## config.mk

```make
export PLATFORM = sky130hd
export DESIGN_NAME = cartridge_bank_switch_registers_top
export DESIGN_NICKNAME = d
export VERILOG_FILES = /design/src/hdl/cbsr_pkg.sv /design/src/hdl/cartridge_bank_switch_registers_top.sv
export SDC_FILE = /design/constraint.sdc
export NUM_CORES = 1
export LEC_CHECK = 0
export BUFFER_PORTS_ARGS = -buffer_cell sky130_fd_sc_hd__buf_4
export CAP_MARGIN = 20
export CORE_MARGIN = 5
export CORE_UTILIZATION = 40
export DETAILED_ROUTE_END_ITERATION = 8
export HOLD_SLACK_MARGIN = 0.05
export PLACE_DENSITY = 0.62
export SYNTH_ARGS = -nofsm -noshare
export SYNTH_HDL_FRONTEND = slang
export SYNTH_SLANG_ARGS = --single-unit
```

## constraint.sdc

```tcl
create_clock -name aclk -period 2.4 [get_ports aclk]
set_clock_uncertainty 0.15 [all_clocks]
set_input_delay 0.24 -clock aclk [delete_from_list [all_inputs] [get_ports aclk]]
set_output_delay 0.24 -clock aclk [all_outputs]
set_load 0.01 [all_outputs]
```

## src/hdl/cbsr_pkg.sv

```systemverilog
// Shared types and constants for the cartridge bank-switch register block.
// No dependencies; imported by the top level and its checker.
`timescale 1ns / 1ps

package cbsr_pkg;

    localparam int unsigned DATA_W     = 8;
    localparam int unsigned PORT_W     = 2;
    localparam int unsigned OUT_TDATA_W = 24;

    typedef enum logic [PORT_W-1:0] {
        PORT_CMD  = 2'd0,
        PORT_DATA = 2'd1,
        PORT_SEL  = 2'd2,
        PORT_NONE = 2'd3
    } port_t;

    localparam logic [7:0] SEL_FIRST = 8'h23;
    localparam logic [7:0] SEL_SPAN  = 8'h04;

    localparam logic [7:0] CMD_BASE_A = 8'h08;
    localparam logic [7:0] CMD_BASE_B = 8'h0A;
    localparam logic [7:0] CMD_BASE_C = 8'h0E;
    localparam logic [7:0] CMD_BASE_D = 8'h12;
    localparam logic [7:0] CMD_BASE_E = 8'h16;
    localparam logic [7:0] CMD_BASE_F = 8'h1A;
    localparam logic [7:0] CMD_BASE_G = 8'h1E;
    localparam logic [7:0] CMD_CHR0   = 8'h09;
    localparam logic [7:0] CMD_CHR1   = 8'h0B;
    localparam logic [7:0] CMD_CHR2_A = 8'h0C;
    localparam logic [7:0] CMD_CHR2_B = 8'h0D;
    localparam logic [7:0] CMD_CHR3   = 8'h0F;
    localparam logic [7:0] CMD_CHR4_A = 8'h10;
    localparam logic [7:0] CMD_CHR4_B = 8'h11;
    localparam logic [7:0] CMD_CHR5_A = 8'h14;
    localparam logic [7:0] CMD_CHR5_B = 8'h15;
    localparam logic [7:0] CMD_CHR6_A = 8'h18;
    localparam logic [7:0] CMD_CHR6_B = 8'h19;
    localparam logic [7:0] CMD_CHR7_A = 8'h1C;
    localparam logic [7:0] CMD_CHR7_B = 8'h1D;

    localparam logic [6:0] FIELD_EVEN_MASK = 7'h0E;
    localparam logic [6:0] FIELD_ODD_SET   = 7'h01;
    localparam logic [6:0] FIELD_LOW_MASK  = 7'h0F;

    // packed from the top bit down, so prg_valid lands in bit 0
    typedef struct packed {
        logic [11:0] chr_bank;
        logic [2:0]  chr_window;
        logic        chr_valid;
        logic [3:0]  prg_bank;
        logic [1:0]  prg_window;
        logic        prg_valid;
    } result_t;

    function automatic logic [3:0] reverse_prg(input logic [7:0] d);
        return {d[2], d[3], d[4], d[5]};
    endfunction

endpackage

```

## src/hdl/cartridge_bank_switch_registers_top.sv

```systemverilog
// Bank-switch register block: port decode, select/command/base state, result register.
// Depends on cbsr_pkg.
// An input transfer passes the input register, then the result register, before its result shows on m_tvalid.
// Throughput: one transfer per cycle; both stages advance when the result register is free.
// Reset (aresetn low, synchronous): clears select, command and CHR base, empties both stages.
`timescale 1ns / 1ps

module cartridge_bank_switch_registers_top
    import cbsr_pkg::*;
(
    input  logic                   aclk,
    input  logic                   aresetn,
    input  logic                   s_tvalid,
    output logic                   s_tready,
    input  logic [DATA_W-1:0]      s_tdata,   // [7:0] value
    input  logic [PORT_W-1:0]      s_tuser,   // [1:0] port
    output logic                   m_tvalid,
    input  logic                   m_tready,
    output logic [OUT_TDATA_W-1:0] m_tdata    // [0] prg_valid, [2:1] prg_window,
                                              // [6:3] prg_bank, [7] chr_valid,
                                              // [10:8] chr_window, [22:11] chr_bank
);

    logic              in_valid_reg;
    logic [PORT_W-1:0] in_port_reg;
    logic [7:0]        in_value_reg;
    logic              out_valid_reg;
    result_t           out_data_reg;
    result_t           out_data_next;

    logic [7:0] select_reg;
    logic [7:0] select_next;
    logic [7:0] command_reg;
    logic [7:0] command_next;
    logic [7:0] chr_base_reg;
    logic [7:0] chr_base_next;

    logic       advance;
    logic [7:0] sel_off;
    logic [6:0] half;
    logic [6:0] chr_field;

    assign advance  = !out_valid_reg || m_tready;
    assign s_tready = !in_valid_reg || advance;
    assign m_tvalid = out_valid_reg;
    assign m_tdata  = {1'b0, out_data_reg};

    assign sel_off = select_reg - SEL_FIRST;
    assign half    = in_value_reg[7:1];

    always_comb begin
        select_next   = select_reg;
        command_next  = command_reg;
        chr_base_next = chr_base_reg;
        out_data_next = '0;
        chr_field     = '0;
        case (port_t'(in_port_reg))
            PORT_CMD: begin
                select_next  = '0;
                command_next = in_value_reg;
            end
            PORT_SEL: begin
                select_next  = in_value_reg;
                command_next = '0;
            end
            PORT_DATA: begin
                if (sel_off < SEL_SPAN) begin
                    out_data_next.prg_valid  = 1'b1;
                    out_data_next.prg_window = ~sel_off[1:0];
                    out_data_next.prg_bank   = reverse_prg(in_value_reg);
                end
                case (command_reg)
                    CMD_BASE_A, CMD_BASE_B, CMD_BASE_C, CMD_BASE_D,
                    CMD_BASE_E, CMD_BASE_F, CMD_BASE_G: begin
                        chr_base_next = in_value_reg;
                    end
                    CMD_CHR0: begin
                        out_data_next.chr_valid  = 1'b1;
                        out_data_next.chr_window = 3'd0;
                        chr_field = half & FIELD_EVEN_MASK;
                    end
                    CMD_CHR1: begin
                        out_data_next.chr_valid  = 1'b1;
                        out_data_next.chr_window = 3'd1;
                        chr_field = half | FIELD_ODD_SET;
                    end
                    CMD_CHR2_A, CMD_CHR2_B: begin
                        out_data_next.chr_valid  = 1'b1;
                        out_data_next.chr_window = 3'd2;
                        chr_field = half & FIELD_EVEN_MASK;
                    end
                    CMD_CHR3: begin
                        out_data_next.chr_valid  = 1'b1;
                        out_data_next.chr_window = 3'd3;
                        chr_field = half | FIELD_ODD_SET;
                    end
                    CMD_CHR4_A, CMD_CHR4_B: begin
                        out_data_next.chr_valid  = 1'b1;
                        out_data_next.chr_window = 3'd4;
                        chr_field = half & FIELD_LOW_MASK;
                    end
                    CMD_CHR5_A, CMD_CHR5_B: begin
                        out_data_next.chr_valid  = 1'b1;
                        out_data_next.chr_window = 3'd5;
                        chr_field = half & FIELD_LOW_MASK;
                    end
                    CMD_CHR6_A, CMD_CHR6_B: begin
                        out_data_next.chr_valid  = 1'b1;
                        out_data_next.chr_window = 3'd6;
                        chr_field = half & FIELD_LOW_MASK;
                    end
                    CMD_CHR7_A, CMD_CHR7_B: begin
                        out_data_next.chr_valid  = 1'b1;
                        out_data_next.chr_window = 3'd7;
                        chr_field = half & FIELD_LOW_MASK;
                    end
                    default: begin
                        chr_field = '0;
                    end
                endcase
                if (out_data_next.chr_valid) begin
                    out_data_next.chr_bank = {chr_base_reg, 4'h0} | {5'h00, chr_field};
                end
            end
            default: begin
                out_data_next = '0;
            end
        endcase
    end

    always_ff @(posedge aclk) begin
        if (!aresetn) begin
            in_valid_reg  <= 1'b0;
            out_valid_reg <= 1'b0;
            select_reg    <= '0;
            command_reg   <= '0;
            chr_base_reg  <= '0;
        end else begin
            if (s_tready) begin
                in_valid_reg <= s_tvalid;
            end
            if (advance) begin
                out_valid_reg <= in_valid_reg;
                if (in_valid_reg) begin
                    select_reg   <= select_next;
                    command_reg  <= command_next;
                    chr_base_reg <= chr_base_next;
                end
            end
        end
    end

    always_ff @(posedge aclk) begin
        if (s_tready && s_tvalid) begin
            in_port_reg  <= s_tuser;
            in_value_reg <= s_tdata;
        end
        if (advance && in_valid_reg) begin
            out_data_reg <= out_data_next;
        end
    end

endmodule

```

==> results of run 1 <==
## Yosys cell counts, types with 2 or more instances
cell       n
edfxtp_1  33
nor2_1    11
dfxtp_1   26
nand2_1   19
buf_2      2
nor2b_1    3
nand3b_1   9
nand3_1   16
nand2b_1   3
o21ai_0    7
o21ai_1    2
and2_1    15
clkbuf_1   4
a21oi_1   31
## stage by stage
stage,total power [uW],area (um2),hold slack (ps),cells,setup WS [ps]
2_1_floorplan,1200,2370,189,207,738
3_3_place_gp,1270,2740,269,315,642
3_5_place_dp,1270,2740,269,315,599
4_1_cts,2040,3010,65.9,342,590
5_1_grt,2100,3010,104,342,401
6_report,2010,3010,82.8,342,563
## cell type report
class	instances	area share [%]
sequential	59	50.2
multi-input combinational	137	26.9
timing repair buffer	52	13.9
clock buffer	13	4.94
tap	75	3.12
clock inverter	3	0.499
inverter	3	0.457
## path summary, 6_finish.rpt
path	start	to	slack, ps	cells past startpoint
worst max-delay path	command_reg[5]	chr_base_reg[2]	560	4
worst min-delay path	m_tready	m_tvalid	80	4
worst max register to register	command_reg[5]	chr_base_reg[2]	560	4
worst min register to register	select_reg[5]	select_reg[5]	300	2
## worst register-to-register path, cell delays in order (launching register included)
cell,delay [ps]
dfxtp_1,330
nor3_1,400
o2111ai_1,420
o21ai_0,310
a21oi_1,90
## cell families after synthesis
group / after synthesis
adders and majority gates: 1
AOI/OAI and AO/OA: 46
DFF: 59
buffers and inverters: 11
and+or+nand+nor: 89
other: 1
## layer usage
layer | part of all wire, % | routed length (um)
met1 | 46 | 2220
met2 | 45 | 2160
met3 | 6.1 | 291
met4 | 2.5 | 121
met5 | 0 | 0
## where the power goes
group          leakage [uW]  switching (uW)  total [uW]  internal (uW)
sequential         0.000525            27.6        1130           1100
clock             0.0000872             350         748            398
combinational      0.000456            68.8         134           65.1
total               0.00107             447        2010           1560
## timing repair
action                    in CTS  in global routing
hold endpoints to repair      11                  0
hold buffers                  11                  0
buffers inserted               0                  0
==> results.md, run 1 <==
* Root Driver: clkbuf_8
* Synth top area share at roughly two fifths
* Xor/xnor cell area share of the yosys netlist at 0%
* CP Cell Sequence: nor3_1 -> o2111ai_1 -> o21ai_0 -> a21oi_1
* GRT Max-Usage Layer: met2
* Synth-to-Final Area Change at 26.9%
* Max reg flops at 23
* Post-synthesis instance area at ~2400 um2
* Post-synthesis sequential area ratio at 63.7%
* Ratio of cells with drive above 1 in the final layout at about a quarter
* # rows at 28
* Area of the multi-input gates at a little over 800 um2
* Met1 Track Usage GR at between 15 and 20%
* CORE AREA at 5850 um2
* Worst setup SP type: register
* Syn Inst Count at between 200 and 250
* Final Core Density at roughly 50%
* Gpl congestion at between 0.7 and 0.8
* Bufs and invs on worst path at 0
* Die Y at around 87 um
* Average wire per standard cell at 14.0 um
* Worst Setup Path Type: reg2reg
* Ys Warns at 0
* Worst slew pin tran at 699 ps
* CTS tree: built
* Die ar. at between 7000 and 8000 um2
* HPWL after DPL at ~3.2 mm
* Final slew viol count at 0
* CP Data Required Time at 2440 ps
* Crit path DAT at 1880 ps
* Port bufs at 38
* Cts bufs inserted at 9
* CP peak stage delay at about 410 ps
* Antenna Violating Nets Remaining at 0
* Slowest CP cell: o2111ai_1
* Crit-path max FO at 8
* Vias per cell at roughly 4.9
* Post-synth top area cell: edfxtp_1
* Status: finished clean
* Commonest non-fill, non-tap cell in the layout: buf_4
* Grt met3 use at ~3.6%
* Cell area power density at roughly 670 nW/um2
* Vias in the first global route at between 1,500 and 2,000
* Hold Crit Class: in2reg
* Tot GR Track Use at roughly 14%
* Largest family of logic cells by synthesized area: simple AND/OR/NAND/NOR gates
* Synthesized Nets at 222
* Total Wirelength at between 4 and 5 mm
* #FFs+latches synth at 59
* Prevailing post-synth register cell: edfxtp_1
* Initial Util at approximately two fifths
* Die W at 87.0 um
* Endpoint class of the critical path: register
* Post_cts resized at 0
* Clk Latency, worst-skew pair at ~330 ps
* Max Freq at 544 MHz
* Remaining DRCs at 0
* N_diodes at 0
* Largest net degree at the start of global routing at 27
* Drt pass-1 iters at 5
* H-tree depth at 3
* Crit share post-route at approximately 77%
* Hold violation count in the final report at 0
* Most frequent cells in the layout: buf_4, edfxtp_1, a21oi_1
* Met2 Usage GRT at between 20% and 30%
* Synth Area in Adders at 0.527%
* RSZ-0062 raised after global routing: false
* First-pass GRT wire length at between 8 and 9 mm
* Vias at around 1,700
* Lkg Pwr at about 0.0011 uW
* I/O pin count at 40
* Setup TNS at 0 ps
* Worst relative slew slack at 53.1%
* DR iter-0 viols at just under 90
* Tmin final at approximately 1800 ps
* Final net count at 277
* Max-cap viol count at 0
* Async set or reset register ratio after synthesis at 0%
* Mux share of post-synthesis cell area at 0%
* Sequential Area at between 1500 and 2000 um2
* Max clock buf depth at 2
* Top delay family on crit path: compound AO/OA/AOI/OAI gates
* Initial antenna violation count at 0
* GR Overflow Total at 0
* Peak supply drop at roughly 0.35 mV
* Post-synth EDFFs at 33
* Syn Area/Cell at 11.5 um2
* Clk pin slew, worst setup/hold paths at 60 ps
* Netlist cell types at 40
* Post-Synth Simple-Gate Area at between 20 and 25%
* Main area contributors after synthesis: edfxtp_1, dfxtp_1, a21oi_1, and2_1, nand3_1
* Filler Cells Inserted at roughly 540
* # setup viols final at 0
* CTS sink count at slightly below 60
* Compound-cell area share of the yosys netlist at between 10 and 15%
No activity file was read; power rests on OpenSTA's default activity.
==> run 2, diff against run 1 <==
Settings changed: ABC_AREA set to 1.
Clock period 2.4 ns to 1.7 ns, I/O delays scaled along.
==> run 2 against run 1 <==
  * Critical path type is now in2reg
  * Largest cell class unchanged
  * Flip-flop and latch count unchanged
  * Synthesized cell count rose by 27%
  * Utilization grew 1.9 points
  * Die area increased by 5.3%
  * Via count grew 10%
  * Wire length up 3.8%
==> results.md, run 2 <==
* Status: finished clean
* Final Power at 3200 uW (+59%)
* Remaining DRCs at 0 (unchanged)
* Vias per cell at 4.58 (-6.0%)
* Max clock buf depth at 2 (unchanged)
* Hold slack at 75.9 ps (-6.97 ps)
* Synth top cells by count: nand2_1, nor2_1, edfxtp_1
* Root Driver: clkbuf_8
* Slowest CP cell: dlygate4sd3_1
* Die ar. at 7970 um2 (+5.3%)
* Worst Setup Path Type: in2reg
* CP Data Required Time at 1770 ps (-670 ps)
* Vias at 1,832 (+10%)
* N_diodes at 0 (unchanged)
* Syn Inst Count at 262 (+27%)
* Final slew viol count at 0 (unchanged)
* Synth-to-Final Area Change at 27.8%
* Final net count at 335 (+21%)
* Worst slew pin tran at 579 ps (-120 ps)
* RSZ-0062 raised after global routing: false
* Critical path origin: m_tready
* CTS tree: built
* I/O pin count at 40 (unchanged)
* Worst Setup EP: in_valid_reg
* Vias in the first global route at 1,733 (+4.3%)
* Die W at 89.3 um (+2.6%)
* Ratio of cells with drive above 1 in the final layout at 24.6% (+1.0 points)
* Port bufs at 38 (unchanged)
* GR Overflow Total at 0 (unchanged)
* CP peak stage delay at 550 ps (+140 ps)
* Max-cap viol count at 0 (unchanged)
* R2R Path End: m_tdata[16]
* Crit-path max FO at 3 (-5)
* Synthesized Nets at 277 (+25%)
* # rows at 28 (unchanged)
* H-tree depth at 3 (unchanged)
* Post-synth EDFFs at 33 (unchanged)
* CORE AREA at 6030 um2 (+3.0%)
* Post-route cell area at 3210 um2 (+6.7%)
* Average wire per standard cell at 12.4 um (-11%)
* Drt pass-1 iters at 4 (-1)
* Peak supply drop at 0.501 mV (+43%)
* Filler Cells Inserted at 576 (+7.3%)
* DR iter-0 viols at 93 (+5.7%)
* Initial antenna violation count at 0 (unchanged)
* Async set or reset register ratio after synthesis at 0% (unchanged)
* Gpl congestion at 0.750 (-4.1%)
* Synth top area share at 39.4% (-2.3 points)
* CP Cell Sequence: dlygate4sd3_1 -> buf_4 -> inv_1 -> nand3_1 -> nand2_1 -> a21oi_1 -> dlygate4sd3_1
* Main area contributors after synthesis: edfxtp_1, dfxtp_1, nand2_1, nor2_1, a21oi_1
* Crit share post-route at a little over nine tenths
* Syn Area/Cell at 9.60 um2 (-16%)
* Lkg Pwr at 0.00130 uW (+22%)
* Commonest non-fill, non-tap cell in the layout: nand2_1
* Ys Warns at 0 (unchanged)
* Hold violation count in the final report at 0 (unchanged)
* Prevailing post-synth register cell: edfxtp_1
* Count leader, synth: nand2_1
* Antenna Violating Nets Remaining at 0 (unchanged)
* Worst relative slew slack at 61.2% (+8.2 points)
* R2R setup slack at 170 ps (-390 ps)
* Cell area power density at 996 nW/um2 (+49%)
* Worst setup SP type: input pin
* Largest net degree at the start of global routing at 24 (-11%)
* Bufs and invs on worst path at 4 (+4)
* Max Freq at roughly 600 MHz
* Post-DP Area at 2840 um2 (+3.7%)
* Post-synth top area cell: edfxtp_1
* # setup viols final at 0 (unchanged)
* Top delay family on crit path: buffers and inverters
* Tot GR Track Use at 14.2% (-0.18 points)
* Most frequent cells in the layout: nand2_1, nor2_1, buf_4
* Critical Path Most Common Cell: dlygate4sd3_1
* Clk pin slew, worst setup/hold paths at 60 ps (about the same)
* First-pass GRT wire length at 8.33 mm (+3.9%)
* Crit path DAT at 1730 ps (-150 ps)
* Total Wirelength at 4.97 mm (+3.8%)
* CTS sink count at 59 (unchanged)
* R2R cell count at 7 (+3)
* Final worst slack at 38.8 ps (-524 ps)
* Setup TNS at 0 ps (unchanged)
* HPWL after DPL at 3.39 mm (+6.8%)
* Tmin final at 1660 ps
* CP Depth at 7 (+3)
* Hold Crit Class: in2reg
* Endpoint class of the critical path: register
* Worst reg2reg path startpoint: command_reg[2]
* Post-synthesis sequential area ratio at 60.1% (-3.6 points)
* Max reg flops at 23 (unchanged)
* Initial Util at 41.7% (+1.2 points)
* Clk Latency, worst-skew pair at 330 ps (about the same)
* Post-synthesis instance area at 2510 um2 (+6.0%)
* Netlist cell types at 27 (-33%)
* #FFs+latches synth at 59 (unchanged)
* Die Y at 89.3 um (+2.6%)
* Placement Setup Slack at 161 ps (-439 ps)
* Cts bufs inserted at 9 (unchanged)
## run 2: changes by cell type in the layout (fill, tap and decap cells not counted), moves of 4 or more
cell      before  now
a21oi_2        0    6
and2_1        15    0
inv_1          1   26
nand2_1       19   46
nand2_2        0    4
nand2_4        0    4
nand3_1       16   12
nand3b_1       9    1
nor2_1        11   41
## run 2: metal layers
| metal | GRT usage (%) | up-vias | wire length, um |
|---|---|---|---|
| li1 | - | 969 | - |
| met5 | 0 | - | 0 |
| met1 | 18.2 | 805 | 2240 |
| met2 | 21.6 | 55 | 2330 |
| met3 | 5.62 | 3 | 391 |
| met4 | 5.28 | 0 | 17 |
## run 2: metrics by stage
| step | std cells | utilization (%) |
|---|---|---|
| after global routing | 400 | 53.3 |
| after detailed placement | 369 | 47.1 |
| after global placement | 369 | 47.1 |
| final | 400 | 53.3 |
| after CTS | 399 | 52.9 |
| after floorplan | 262 | - |
## run 2: worst min-delay path by stage
| stage | startpoint | end | slack (ps) | cells past startpoint |
|---|---|---|---|---|
| after CTS | aresetn | select_reg[3] | 60 | 3 |
| after global routing | aresetn | select_reg[2] | 80 | 3 |
| after detailed placement | s_tdata[3] | in_value_reg[3] | 200 | 1 |
| after floorplan | s_tuser[0] | in_port_reg[0] | 120 | 0 |
| final | aresetn | select_reg[0] | 80 | 3 |
| after global placement | s_tdata[5] | in_value_reg[5] | 200 | 1 |
## run 2: kinds of logic (layout without fill, tap and decap cells)
family                   count (synthesis)  after routing  synth area share (%)
AO/OA/AOI/OAI                           46             46                  10.0
XOR/XNOR                                 1              1                 0.348
adder cells (fa/ha/maj)                  1              1                 0.497
buffers and inverters                   40            103                  8.16
flip-flops                              59             59                  60.1
other                                    1              1                 0.149
AND/OR/NAND/NOR                        114            114                  20.7
## run 2: power breakdown
group          switching, uW  internal [uW]  total, uW
Combinational            151            115        266
Clock                    533            806       1340
Sequential              34.3           1560       1600
## run 2: area by class of cell
cell class	count	area [um2]	area share, %
sequential	59	1510	47.0
multi-input combinational	163	817	25.4
timing repair buffer	54	453	14.1
inverter	33	133	4.13
clock buffer	9	124	3.85
tap	75	93.8	2.92
clock inverter	7	82.6	2.57
## run 2: timing repair
action / CTS / global route
setup endpoints to repair: 0 / 19
endpoints found under the hold margin: 28 / 0
gates resized for setup: 0 / 5
hold buffers: 14 / 0
buffers inserted: 0 / 1
## run 2: tightest hold or removal path, stage by stage
cell and delay, ps:
buf_4 120, clkinv_1 160, a21oi_1 60
==> run 3, diff against run 2 <==
Settings changed: CAP_MARGIN 20 to unset, CORE_ASPECT_RATIO set to 1.75.
==> run 3 against run 2 <==
  * Register-to-register slack worse by 30 ps
  * First-iteration DRC count is 17% lower
  * Wire length is 2.0% lower
  * Setup slack better by 7.9 ps
  * Global-route usage is 0.70 points lower
  * Largest cell class unchanged
  * Final cell count is 1.5% higher
  * Critical path type unchanged
==> results.md, run 3 (same netlist as run 2, synthesis figures left out) <==
* Status: finished clean
* DR WL met2 at 2.67 mm (+14%)
* First-pass GRT wire length at 8.34 mm (+0.17%)
* Vias at 1,887 (+3.0%)
* Die Y at 115 um (+29%)
* Area of the multi-input gates at 810 um2 (-0.92%)
* Critical path origin: m_tready
* Crit path DAT at 1720 ps (about the same)
* Filler Cells Inserted at 592 (+2.8%)
* Net Sw Power at 697 uW (-3.0%)
* Placed Cells incl. Taps at 376 (+1.9%)
* Top routing layer used: met4
* Critical Path Most Common Cell: dlygate4sd3_1
* Average wire per standard cell at 12.0 um (-3.4%)
* CTS tree: built
* CORE AREA at 6180 um2 (+2.6%)
* CP Cell Sequence: dlygate4sd3_1 -> buf_4 -> inv_1 -> nand3_1 -> nand2_1 -> a21oi_1 -> dlygate4sd3_1
* Worst slew pin tran at 522 ps (-57.3 ps)
* Hold Path Origin: aresetn
* Reg power frac at 52.7% (+2.9 points)
* Tot GR Track Use at 13.5% (-0.70 points)
* Most frequent cells in the layout: nand2_1, nor2_1, buf_4
* Drt pass-1 iters at 4 (unchanged)
* Port bufs at 38 (unchanged)
* R2R Path End: m_tdata[4]
* # setup viols final at 0 (unchanged)
* Initial Util at 40.7% (-1.0 points)
* Clk Latency, worst-skew pair at 330 ps (about the same)
* CTS sink count at 59 (unchanged)
* M1 WL at 1.79 mm (-20%)
* Hold depth at 3 (unchanged)
* Lkg Pwr at 0.00129 uW (-0.53%)
* Root Driver: clkbuf_8
* Synth-to-Final Area Change at 26.6%
* Vias per cell at 4.65 (+1.5%)
* R2R cell count at 7 (unchanged)
* I/O pin count at 40 (unchanged)
* Max Freq at 605 MHz (+0.48%)
* Largest net degree at the start of global routing at 24 (unchanged)
* Hold slack at 75.1 ps (-0.726 ps)
* DR iter-0 viols at 77 (-17%)
* Die ar. at 8040 um2 (+0.79%)
* CP peak stage delay at 550 ps (about the same)
* Cell area power density at 950 nW/um2 (-4.6%)
* Comb pwr share at 8.6% (+0.3 points)
* Initial antenna violation count at 0 (unchanged)
* Worst Hold Endpoint: select_reg[0]
* Worst setup SP type: input pin
* Final slew viol count at 0 (unchanged)
* Clk pin slew, worst setup/hold paths at 70 ps (about the same)
* Remaining DRCs at 0 (unchanged)
* Final net count at 336 (+0.30%)
* Die W at 69.9 um (-22%)
* Hold Crit Class: in2reg
* RSZ-0062 raised after global routing: true
* HPWL after DPL at 3.57 mm (+5.3%)
* Sw frac at 23.0% (+0.59 points)
* Peak supply drop at 0.684 mV (+37%)
* GR Overflow Total at 0 (unchanged)
* Hold violation count in the final report at 0 (unchanged)
* Antenna Violating Nets Remaining at 0 (unchanged)
* Commonest non-fill, non-tap cell in the layout: nand2_1
* H-tree depth at 3 (unchanged)
* Crit-path max FO at 3 (unchanged)
* Sequential Area at 1510 um2 (unchanged)
* Tmin final at 1650 ps (-7.92 ps)
* Ratio of cells with drive above 1 in the final layout at 24.8% (+0.23 points)
* # rows at 38 (+36%)
* Endpoint class of the critical path: register
* Routed wl met3 at 273 um (-30%)
* Max reg flops at 23 (unchanged)
* Vias in the first global route at 1,868 (+7.8%)
* Max clock buf depth at 2 (unchanged)
* R2R setup slack at 140 ps (-30 ps)
* N_diodes at 0 (unchanged)
* Worst Setup Path Type: in2reg
* Slowest CP cell: dlygate4sd3_1
* Worst reg2reg path startpoint: in_port_reg[1]
* Gpl congestion at 0.773 (+3.0%)
* Total Wirelength at 4.88 mm (-2.0%)
* P_int at 2330 uW (-6.2%)
* Non-filler cells, final at 406 (+1.5%)
* Max-cap viol count at 0 (unchanged)
* Worst relative slew slack at 65.1% (+3.8 points)
* Cts bufs inserted at 9 (unchanged)
* Crit share post-route at 97.2% (-0.47 points)
* CP Data Required Time at 1770 ps (about the same)
* Clock power share at 38.7% (-3.2 points)
[run 3: cell count changes in the layout (fill, tap and decap cells not counted), sizes merged]
cell and delta:
clkinv +1, bufinv -1, buf +1
[run 3: area by class of cell]
class	instances	share of cell area, %
Timing Repair Buffer	55	14.1
Inverter	33	4.17
Multi-Input combinational cell	163	25.4
Tap cell	80	3.14
Sequential cell	59	47.5
Clock inverter	7	1.85
Clock buffer	9	3.89
[run 3: metal layers]
layer	vias to the layer above	track usage, %
li1	968	-
met1	859	12.7
met2	49	25.1
met3	11	4.90
met4	0	7.03
met5	-	0
[run 3: how the worst max path moves through the flow]
stage	cells after the start	to	slack (ps)
floorplan	7	command_reg[6]	130
global placement	7	m_tdata[4]	140
detailed placement	7	m_tdata[1]	90
CTS	7	m_tdata[1]	80
global route	7	in_valid_reg	-20
finish	7	in_valid_reg	50
[run 3: power groups by stage]
stage          Clock [uW]  Combinational, uW  Sequential (uW)
3_5_place_dp            0                233             1620
2_1_floorplan           0                139             1630
3_3_place_gp            0                231             1620
6_report             1170                260             1590
4_1_cts              1210                258             1590
5_1_grt              1280                288             1600
[run 3: metrics by stage]
| step | util, % | instance area (um2) | power, uW | worst slack [ps] | TNS, ps |
|---|---|---|---|---|---|
| after floorplan | - | 2510 | 1770 | 125 | 0 |
| after global placement | 46.1 | 2850 | 1850 | 138 | 0 |
| after detailed placement | 46.1 | 2850 | 1860 | 93.5 | 0 |
| after CTS | 51.3 | 3170 | 3060 | 83.0 | 0 |
| after global routing | 51.5 | 3180 | 3160 | -17.6 | -19.1 |
| final | 51.5 | 3180 | 3030 | 46.8 | 0 |
[run 3: timing repair]
action,CTS,global route
setup buffers,0,0
hold buffers,14,0
endpoints found under the setup margin,0,6
hold endpoints to repair,28,0
resized for setup,0,3
[run 3: worst max-delay path, delay by kind of cell]
family | cells | cell delay [ps]
buf+inv | 4 | 1280
simple gates | 2 | 210
compound gates | 1 | 60
